File: src/acet_pkg.sv
// Shared types, constants and helpers for the AABB contact event tracker.
// Used by acet_ctrl, acet_dpath and aabb_contact_event_tracker; no dependencies.
`timescale 1ns / 1ps

package acet_pkg;

    // Collider identifiers and the contact history store
    localparam int ID_COUNT   = 32;
    localparam int ID_W       = 5;
    localparam int HIST_DEPTH = ID_COUNT * ID_COUNT;
    localparam int HIST_AW    = $clog2(HIST_DEPTH);

    // Field widths
    localparam int COORD_W = 16;
    localparam int SIZE_W  = 15;
    localparam int FLAGS_W = 2;
    localparam int EV_W    = 2;

    // Flag bit positions
    localparam int FLAG_ACTIVE = 0;
    localparam int FLAG_DEAD   = 1;

    // Event codes
    localparam logic [EV_W-1:0] EV_NONE  = 2'd0;
    localparam logic [EV_W-1:0] EV_ENTER = 2'd1;
    localparam logic [EV_W-1:0] EV_STAY  = 2'd2;
    localparam logic [EV_W-1:0] EV_EXIT  = 2'd3;

    // Input word: one collider pair
    typedef struct packed {
        logic        [ID_W-1:0]    left_id;
        logic        [ID_W-1:0]    right_id;
        logic signed [COORD_W-1:0] left_x;
        logic signed [COORD_W-1:0] left_y;
        logic        [SIZE_W-1:0]  left_w;
        logic        [SIZE_W-1:0]  left_h;
        logic signed [COORD_W-1:0] right_x;
        logic signed [COORD_W-1:0] right_y;
        logic        [SIZE_W-1:0]  right_w;
        logic        [SIZE_W-1:0]  right_h;
        logic        [FLAGS_W-1:0] left_flags;
        logic        [FLAGS_W-1:0] right_flags;
    } t_in_word;

    // Output word: one event report
    typedef struct packed {
        logic [EV_W-1:0] event_res;
        logic            overlap;
        logic [ID_W-1:0] pair_left;
        logic [ID_W-1:0] pair_right;
    } t_out_word;

    // Controller states, one-hot
    typedef enum logic [2:0] {
        ST_CLEAR = 3'b001,
        ST_IDLE  = 3'b010,
        ST_EVAL  = 3'b100
    } t_state;

    // Controller to datapath commands
    typedef struct packed {
        logic clear_we;  // write zero at the clear counter, advance it
        logic take_in;   // capture input word, start history read
        logic finish;    // update history bit, load output register
    } t_ctrl_cmd;

    // Datapath to controller status
    typedef struct packed {
        logic clear_done;
    } t_dp_status;

    // History address of an ordered pair
    function automatic logic [HIST_AW-1:0] pair_index(input logic [ID_W-1:0] lid,
                                                      input logic [ID_W-1:0] rid);
        logic [HIST_AW-1:0] base;
        base = HIST_AW'(lid) * HIST_AW'(ID_COUNT);
        return base + HIST_AW'(rid);
    endfunction

    // Pair is tracked: distinct ids, both inside the table
    function automatic logic pair_tracked(input logic [ID_W-1:0] lid,
                                          input logic [ID_W-1:0] rid);
        return (lid != rid) && (32'(lid) < ID_COUNT) && (32'(rid) < ID_COUNT);
    endfunction

endpackage

File: src/acet_ctrl.sv
// Controller FSM of the contact event tracker: history clear pass, input
// capture, evaluation and output register valid. Depends on acet_pkg.
`timescale 1ns / 1ps

module acet_ctrl (
    input  logic                   i_clk,
    input  logic                   i_rst_n,
    input  logic                   i_in_valid,
    output logic                   o_in_stall,
    output logic                   o_out_valid,
    input  logic                   i_out_stall,
    input  acet_pkg::t_dp_status   i_status,
    output acet_pkg::t_ctrl_cmd    o_cmd
);

    acet_pkg::t_state r_state, n_state;
    logic             r_out_valid, n_out_valid;

    // Commands
    always_comb begin
        o_cmd          = '0;
        o_cmd.clear_we = (r_state == acet_pkg::ST_CLEAR);
        o_cmd.take_in  = (r_state == acet_pkg::ST_IDLE) && i_in_valid;
        o_cmd.finish   = (r_state == acet_pkg::ST_EVAL) && (!r_out_valid || !i_out_stall);
    end

    assign o_in_stall  = (r_state != acet_pkg::ST_IDLE);
    assign o_out_valid = r_out_valid;

    // Next state
    always_comb begin
        n_state = r_state;
        case (r_state)
            acet_pkg::ST_CLEAR: begin
                if (i_status.clear_done) n_state = acet_pkg::ST_IDLE;
            end
            acet_pkg::ST_IDLE: begin
                if (i_in_valid) n_state = acet_pkg::ST_EVAL;
            end
            acet_pkg::ST_EVAL: begin
                if (o_cmd.finish) n_state = acet_pkg::ST_IDLE;
            end
            default: n_state = acet_pkg::ST_CLEAR;
        endcase
    end

    // Output word valid: set on load, cleared when taken
    always_comb begin
        n_out_valid = r_out_valid;
        if (o_cmd.finish)      n_out_valid = 1'b1;
        else if (!i_out_stall) n_out_valid = 1'b0;
    end

    always_ff @(posedge i_clk) begin
        if (!i_rst_n) begin
            r_state     <= acet_pkg::ST_CLEAR;
            r_out_valid <= 1'b0;
        end else begin
            r_state     <= n_state;
            r_out_valid <= n_out_valid;
        end
    end

endmodule

File: src/acet_dpath.sv
// Datapath of the contact event tracker: pair history memory, clear counter,
// overlap test, event rules and output register. Depends on acet_pkg.
`timescale 1ns / 1ps

module acet_dpath (
    input  logic                  i_clk,
    input  logic                  i_rst_n,
    input  acet_pkg::t_in_word    i_in_word,
    input  acet_pkg::t_ctrl_cmd   i_cmd,
    output acet_pkg::t_dp_status  o_status,
    output acet_pkg::t_out_word   o_out_word
);

    // History store, one contact bit per ordered pair
    logic r_hist [acet_pkg::HIST_DEPTH];
    logic r_was;

    logic [acet_pkg::HIST_AW-1:0] r_clr_cnt;
    acet_pkg::t_in_word           r_in;
    logic [acet_pkg::HIST_AW-1:0] r_idx;
    logic                         r_track;
    acet_pkg::t_out_word          r_out;

    logic [acet_pkg::HIST_AW-1:0] wr_addr;
    logic                         wr_en;
    logic                         wr_bit;

    // Overlap test and event rules
    logic signed [acet_pkg::COORD_W:0] dx, dy;
    logic        [acet_pkg::COORD_W:0] mag_x, mag_y;
    logic        [acet_pkg::COORD_W:0] sum_w, sum_h;
    logic                              hit;
    logic                              active, dead;
    logic        [acet_pkg::EV_W-1:0]  ev;
    logic                              new_bit;

    // Clear counter
    always_ff @(posedge i_clk) begin
        if (!i_rst_n) begin
            r_clr_cnt <= '0;
        end else if (i_cmd.clear_we) begin
            r_clr_cnt <= r_clr_cnt + 1'b1;
        end
    end

    assign o_status.clear_done = (r_clr_cnt == acet_pkg::HIST_AW'(acet_pkg::HIST_DEPTH - 1));

    // Input capture
    always_ff @(posedge i_clk) begin
        if (i_cmd.take_in) begin
            r_in    <= i_in_word;
            r_idx   <= acet_pkg::pair_index(i_in_word.left_id, i_in_word.right_id);
            r_track <= acet_pkg::pair_tracked(i_in_word.left_id, i_in_word.right_id);
        end
    end

    // Overlap: 2*|d| <= size_a + size_b on both axes
    always_comb begin
        dx    = {r_in.left_x[acet_pkg::COORD_W-1], r_in.left_x}
              - {r_in.right_x[acet_pkg::COORD_W-1], r_in.right_x};
        dy    = {r_in.left_y[acet_pkg::COORD_W-1], r_in.left_y}
              - {r_in.right_y[acet_pkg::COORD_W-1], r_in.right_y};
        mag_x = dx[acet_pkg::COORD_W] ? $unsigned(-dx) : $unsigned(dx);
        mag_y = dy[acet_pkg::COORD_W] ? $unsigned(-dy) : $unsigned(dy);
        sum_w = (acet_pkg::COORD_W+1)'(r_in.left_w) + (acet_pkg::COORD_W+1)'(r_in.right_w);
        sum_h = (acet_pkg::COORD_W+1)'(r_in.left_h) + (acet_pkg::COORD_W+1)'(r_in.right_h);
        hit   = ({mag_x, 1'b0} <= {1'b0, sum_w}) && ({mag_y, 1'b0} <= {1'b0, sum_h});
    end

    // Event rules
    always_comb begin
        active  = r_in.left_flags[acet_pkg::FLAG_ACTIVE] && r_in.right_flags[acet_pkg::FLAG_ACTIVE];
        dead    = r_in.left_flags[acet_pkg::FLAG_DEAD] || r_in.right_flags[acet_pkg::FLAG_DEAD];
        ev      = acet_pkg::EV_NONE;
        new_bit = r_was;
        if (r_track) begin
            if (!active) begin
                if (r_was) begin
                    ev      = acet_pkg::EV_EXIT;
                    new_bit = 1'b0;
                end
            end else if (hit) begin
                if (r_was) begin
                    if (dead) begin
                        ev      = acet_pkg::EV_EXIT;
                        new_bit = 1'b0;
                    end else begin
                        ev = acet_pkg::EV_STAY;
                    end
                end else if (!dead) begin
                    ev      = acet_pkg::EV_ENTER;
                    new_bit = 1'b1;
                end
            end else if (r_was) begin
                ev      = acet_pkg::EV_EXIT;
                new_bit = 1'b0;
            end
        end
    end

    // History write port: clear pass or pair update
    always_comb begin
        wr_en   = i_cmd.clear_we || (i_cmd.finish && r_track);
        wr_addr = i_cmd.clear_we ? r_clr_cnt : r_idx;
        wr_bit  = i_cmd.clear_we ? 1'b0 : new_bit;
    end

    always_ff @(posedge i_clk) begin
        if (wr_en) begin
            r_hist[wr_addr] <= wr_bit;
        end
        if (i_cmd.take_in) begin
            r_was <= r_hist[acet_pkg::pair_index(i_in_word.left_id, i_in_word.right_id)];
        end
    end

    // Output register
    always_ff @(posedge i_clk) begin
        if (i_cmd.finish) begin
            r_out.event_res  <= ev;
            r_out.overlap    <= hit;
            r_out.pair_left  <= r_in.left_id;
            r_out.pair_right <= r_in.right_id;
        end
    end

    assign o_out_word = r_out;

endmodule

File: src/aabb_contact_event_tracker.sv
// Top level of the AABB contact event tracker: controller plus datapath.
// Depends on acet_pkg, acet_ctrl and acet_dpath.
`timescale 1ns / 1ps

// Takes one collider pair per word and returns one event word (none, enter,
// stay, exit, plus the overlap flag and the echoed ids) for each. A contact
// bit per ordered pair lives in a 1024-entry single-port history memory.
// After reset the block sweeps that memory to zero, one entry per cycle, and
// holds o_in_stall high until the sweep is done. Each pair is captured with
// its history bit read, then evaluated with the bit written back once the
// output register is free; o_in_stall holds off the next pair until then.
// The output register lets the next pair be captured while a result waits.
module aabb_contact_event_tracker (
    input  logic                 i_clk,
    input  logic                 i_rst_n,
    input  logic                 i_in_valid,
    output logic                 o_in_stall,
    input  acet_pkg::t_in_word   i_in_word,
    output logic                 o_out_valid,
    input  logic                 i_out_stall,
    output acet_pkg::t_out_word  o_out_word
);

    acet_pkg::t_ctrl_cmd  cmd;
    acet_pkg::t_dp_status status;

    // Sequencing
    acet_ctrl u_ctrl (
        .i_clk       (i_clk),
        .i_rst_n     (i_rst_n),
        .i_in_valid  (i_in_valid),
        .o_in_stall  (o_in_stall),
        .o_out_valid (o_out_valid),
        .i_out_stall (i_out_stall),
        .i_status    (status),
        .o_cmd       (cmd)
    );

    // History, overlap test and event rules
    acet_dpath u_dpath (
        .i_clk      (i_clk),
        .i_rst_n    (i_rst_n),
        .i_in_word  (i_in_word),
        .i_cmd      (cmd),
        .o_status   (status),
        .o_out_word (o_out_word)
    );

endmodule
File: config.mk
export PLATFORM = sky130hd
export DESIGN_NAME = aabb_contact_event_tracker
export DESIGN_NICKNAME = d
export VERILOG_FILES = /design/src/acet_pkg.sv /design/src/acet_ctrl.sv /design/src/acet_dpath.sv /design/src/aabb_contact_event_tracker.sv
export SDC_FILE = /design/constraint.sdc
export NUM_CORES = 2
export LEC_CHECK = 0
export BUFFER_PORTS_ARGS = -buffer_cell sky130_fd_sc_hd__buf_2
export CAP_MARGIN = 25
export CORE_ASPECT_RATIO = 1.75
export CORE_MARGIN = 2
export CORE_UTILIZATION = 50
export DETAILED_ROUTE_END_ITERATION = 10
export PLACE_DENSITY_LB_ADDON = 0.1
export SETUP_SLACK_MARGIN = 0.1
export SLEW_MARGIN = 10
export SYNTH_ARGS = -nofsm -noshare
export SYNTH_HDL_FRONTEND = slang
export SYNTH_SLANG_ARGS = --single-unit
File: constraint.sdc
create_clock -name i_clk -period 66.2 [get_ports i_clk]
set_input_delay 0 -clock i_clk [delete_from_list [all_inputs] [get_ports i_clk]]
set_output_delay 0 -clock i_clk [all_outputs]
set_load 0.05 [all_outputs]
==> impl_results.html <==
<table>
<tr><th>Metric</th><th>Value</th></tr>
<tr><th colspan="2">Routing</th></tr>
<tr><td>Vias/cell</td><td>just over 6</td></tr>
<tr><td>DRT Wirelength</td><td>145 mm</td></tr>
<tr><td>Antenna Violating Nets Remaining</td><td>0</td></tr>
<tr><td>Detail-routed net length per standard cell</td><td>~27 um</td></tr>
<tr><td>First-pass iteration count of the detailed router</td><td>5</td></tr>
<tr><td>Total DRC errors in the routed layout</td><td>0</td></tr>
<tr><td>Iter 0 DRT Violations</td><td>3561</td></tr>
<tr><td>Vias after detailed routing</td><td>between 30000 and 40000</td></tr>
<tr><th colspan="2">Setup path</th></tr>
<tr><td>Highest-delay cell along the critical path</td><td>sky130_fd_sc_hd__buf_4</td></tr>
<tr><td>CP endpoint kind</td><td>flop</td></tr>
<tr><td>Worst EP arrival</td><td>9500 ps</td></tr>
<tr><td>Kind of cell adding the most delay to the critical path</td><td>buffers and inverters</td></tr>
<tr><td>Worst stage delay on the critical path</td><td>850 ps</td></tr>
<tr><td>Slack of the worst reg-to-reg path</td><td>between 50000 and 60000 ps</td></tr>
<tr><td>Setup crit end</td><td>u_dpath.r_hist[974]</td></tr>
<tr><td>Reg-to-Reg End</td><td>u_dpath.r_hist[974]</td></tr>
<tr><td>Crit path top cell by count</td><td>sky130_fd_sc_hd__o21ai_0</td></tr>
<tr><td>Critical path buffers and inverters</td><td>5</td></tr>
<tr><td>Worst path required time</td><td>66600 ps</td></tr>
<tr><td>Reg-to-Reg Start</td><td>u_dpath.r_in[96]</td></tr>
<tr><td>Count of cell instances traversed by the critical path</td><td>27</td></tr>
<tr><td>Startpoint class of the critical path</td><td>flop</td></tr>
<tr><td>Logic depth of the worst register-to-register path</td><td>27</td></tr>
<tr><td>Worst setup path startpoint</td><td>u_dpath.r_in[96]</td></tr>
<tr><td>Maximum fanout along the worst path</td><td>about 320</td></tr>
<tr><td>Crit path kind</td><td>flop to flop</td></tr>
<tr><th colspan="2">STA</th></tr>
<tr><td>Final setup violation count</td><td>0</td></tr>
<tr><td>Max Clock Freq</td><td>110 MHz</td></tr>
<tr><td>Final worst clock skew</td><td>34.2 ps</td></tr>
<tr><td>Final hold violations</td><td>0</td></tr>
<tr><td>Ratio of final minimum period to clock period</td><td>13.8%</td></tr>
<tr><td>Number of slew-limit violations in the final report</td><td>0</td></tr>
<tr><td>RSZ-0062 raised after global routing</td><td>no</td></tr>
<tr><td>Worst slew slack as a fraction of its limit</td><td>14.8%</td></tr>
<tr><td>Least-Margin Pin Slew</td><td>1280 ps</td></tr>
<tr><td>TNS Setup</td><td>0 ps</td></tr>
<tr><td>Clock period minus final worst setup slack</td><td>9110 ps</td></tr>
<tr><th colspan="2">Synth</th></tr>
<tr><td>Share of async-settable or async-resettable flops after synthesis</td><td>0%</td></tr>
<tr><td>Post-synth EDFFs</td><td>1177</td></tr>
<tr><td>Number of nets in the synthesized netlist</td><td>3896</td></tr>
<tr><td>Post-synthesis instance area</td><td>53700 sq um</td></tr>
<tr><td>Area fraction of the dominant cell type after synthesis</td><td>65.9%</td></tr>
<tr><td>List of most frequent post-synthesis cells</td><td>sky130_fd_sc_hd__edfxtp_1, sky130_fd_sc_hd__nor2_1, sky130_fd_sc_hd__mux4_2, sky130_fd_sc_hd__clkbuf_1, sky130_fd_sc_hd__nand2_1</td></tr>
<tr><td>Netlist cell types</td><td>70</td></tr>
<tr><td>Post-synthesis area per instance</td><td>14.7 sq um</td></tr>
<tr><td>Synth top area cells</td><td>sky130_fd_sc_hd__edfxtp_1, sky130_fd_sc_hd__mux4_2, sky130_fd_sc_hd__nor2_1, sky130_fd_sc_hd__ha_1, sky130_fd_sc_hd__clkbuf_1</td></tr>
<tr><td>Register area share after synthesis</td><td>between 60% and 70%</td></tr>
<tr><td>Primary flip-flop cell chosen by synthesis mapping</td><td>sky130_fd_sc_hd__edfxtp_1</td></tr>
<tr><td>Biggest area consumer among synthesized cells</td><td>sky130_fd_sc_hd__edfxtp_1</td></tr>
<tr><td>Warnings from Yosys</td><td>0</td></tr>
<tr><td>Most instantiated library cell after synthesis</td><td>sky130_fd_sc_hd__edfxtp_1</td></tr>
<tr><td>Number of flip-flops and latches in the synthesized netlist</td><td>approximately 1200</td></tr>
<tr><td>Gate count after technology mapping</td><td>3655</td></tr>
<tr><th colspan="2">CTS</th></tr>
<tr><td>Maximum buffer depth of the clock tree</td><td>3</td></tr>
<tr><td>Buffers inserted by post-CTS timing repair</td><td>0</td></tr>
<tr><td>Number of levels the H-tree was split into</td><td>3</td></tr>
<tr><td>CTS root buf</td><td>sky130_fd_sc_hd__clkbuf_16</td></tr>
<tr><td>Clock slew seen by the registers of the worst setup and hold paths</td><td>70 ps</td></tr>
<tr><td>Clock tree from TritonCTS</td><td>built</td></tr>
<tr><td>Sink count of the clock tree</td><td>1191</td></tr>
<tr><td>Clock buffer count from CTS</td><td>109</td></tr>
<tr><td>Skew-Pair Late Insertion Delay</td><td>~740 ps</td></tr>
<tr><th colspan="2">Job</th></tr>
<tr><td>Max_cap viols</td><td>0</td></tr>
<tr><th colspan="2">Global route</th></tr>
<tr><td>Global-route wire length before repair</td><td>212 mm</td></tr>
<tr><td>Largest net degree at the start of global routing</td><td>~350</td></tr>
<tr><td>Number of antenna violations at the first check in global routing</td><td>1</td></tr>
<tr><td>Total congestion overflow after global routing</td><td>0</td></tr>
<tr><td>Number of global-route vias before repair</td><td>33700</td></tr>
<tr><td>All-layer global routing usage</td><td>26.5%</td></tr>
<tr><th colspan="2">Outcome</th></tr>
<tr><td>Result of the run</td><td>finished, final reports clean</td></tr>
<tr><th colspan="2">Die</th></tr>
<tr><td>Vertical die dimension</td><td>437 um</td></tr>
<tr><td>Core footprint</td><td>107000 sq um</td></tr>
<tr><td>Initial cell density of the core</td><td>between 50% and 60%</td></tr>
<tr><td>Die span in x</td><td>between 200 and 300 um</td></tr>
<tr><td>Number of I/O pins</td><td>157</td></tr>
<tr><td>Total die area</td><td>110000 sq um</td></tr>
<tr><td>Number of rows in the core area</td><td>159</td></tr>
<tr><th colspan="2">Power</th></tr>
<tr><td>Total power divided by cell area</td><td>23.9 nW/um^2</td></tr>
<tr><td>Largest voltage drop on the vdd net</td><td>0.0000201 V</td></tr>
<tr><td>LEAKAGE</td><td>22.0 nW</td></tr>
<tr><th colspan="2">Final layout</th></tr>
<tr><td>Count of filler cells inserted in the layout</td><td>around 8200</td></tr>
<tr><td>Final #Nets</td><td>4223</td></tr>
<tr><td>Area growth from synthesis to layout</td><td>16.0%</td></tr>
<tr><td>Final cell utilization of the core</td><td>58.3%</td></tr>
<tr><td>Final non-filler cell area</td><td>62200 sq um</td></tr>
<tr><td>Fraction of layout cells with a size suffix above 1</td><td>between 10% and 20%</td></tr>
<tr><th colspan="2">Placed design</th></tr>
<tr><td>Post-DP Area</td><td>55600 sq um</td></tr>
<tr><td>Final HPWL from detailed placement</td><td>between 70 and 80 mm</td></tr>
<tr><td>Count of buffers inserted at the top-level ports</td><td>156</td></tr>
<tr><td>Gpl congestion</td><td>about 0.88</td></tr>
<tr><th colspan="2">Min path</th></tr>
<tr><td>Worst min-delay path class</td><td>input port to flop</td></tr>
</table>
[metal layers]
| layer | track usage (%) | part of all wire (%) |
|---|---|---|
| met5 | 0 | 0 |
| met4 | 11.8 | 4.5 |
| met3 | 3.82 | 7.2 |
| met2 | 47.1 | 52 |
| met1 | 32.1 | 36 |
[flip-flops by register name, summed over array words and instances (netlist names)]
register            flops
u_ctrl.o_out_valid      1
u_ctrl.r_state          3
u_dpath.o_out_word     13
u_dpath.r_clr_cnt      10
u_dpath.r_hist       1024
u_dpath.r_idx           1
u_dpath.r_in          137
u_dpath.r_track         1
u_dpath.r_was           1
[worst min-delay path by stage]
| stage | start | end | slack [ps] | depth (start not counted) |
|---|---|---|---|---|
| 2_1_floorplan | i_in_word[132] | u_dpath.r_idx[4] | 100 | 0 |
| 3_5_place_dp | i_in_word[73] | u_dpath.r_in[73] | 180 | 1 |
| 4_1_cts | i_in_word[98] | u_dpath.r_in[98] | 3 | 2 |
| 6_report | i_in_word[96] | u_dpath.r_in[96] | 20 | 2 |
| 5_1_grt | i_in_word[96] | u_dpath.r_in[96] | 20 | 2 |
| 3_3_place_gp | i_in_word[21] | u_dpath.r_in[21] | 180 | 1 |
[cells in the final DEF (no fill, tap or decap), drive strengths merged, types with 29 or more instances in the layout]
master / netlist / final
ha: 95 / 95
o21ai: 37 / 37
buf: 52 / 236
mux4: 341 / 341
a21oi: 49 / 49
edfxtp: 1177 / 1177
xnor2: 48 / 48
nor2: 1092 / 1092
inv: 60 / 63
nand2: 125 / 125
dlygate4sd3: 0 / 267
clkinv: 0 / 41
clkbuf: 236 / 137
xor2: 29 / 29
[area by class of cell]
| class | instances | area [sq um] | area share, % |
|---|---|---|---|
| sequential | 1191 | 35600 | 57.2 |
| timing repair buffer | 504 | 4450 | 7.15 |
| clock inverter | 57 | 517 | 0.830 |
| inverter | 60 | 225 | 0.362 |
| clock buffer | 136 | 2870 | 4.61 |
| antenna | 1 | 2.50 | 0.00402 |
| tap | 1368 | 1710 | 2.75 |
| multi-input combinational | 2116 | 16800 | 27.0 |
[metrics by stage]
step	power, mW	hold slack, ps	setup WS (ps)	std cells
after global routing	1.53	15.5	56330	5433
final	1.49	19.7	57090	5433
after detailed placement	0.875	178	56750	4943
after global placement	0.875	179	57180	4942
after CTS	1.50	2.51	56690	5403
after floorplan	0.857	98.9	14410	3655
[report_power, final]
part	switching, mW	internal (mW)
registers	0.000350	0.817
logic	0.0283	0.0252
clock network	0.279	0.337
total	0.307	1.18
[logic make-up after synthesis]
logic type      synth area share [%]
mux                             14.4
simple gates                    10.3
xor+xnor                        1.26
compound gates                  2.74
buf+inv                         2.51
flops                           66.4
fa+ha+maj                       2.36
[repair_timing]
item,in CTS,in global routing
hold endpoints to repair,197,0
hold buffers,267,0
resized for setup,0,0
No activity file was read; power rests on OpenSTA's default activity.
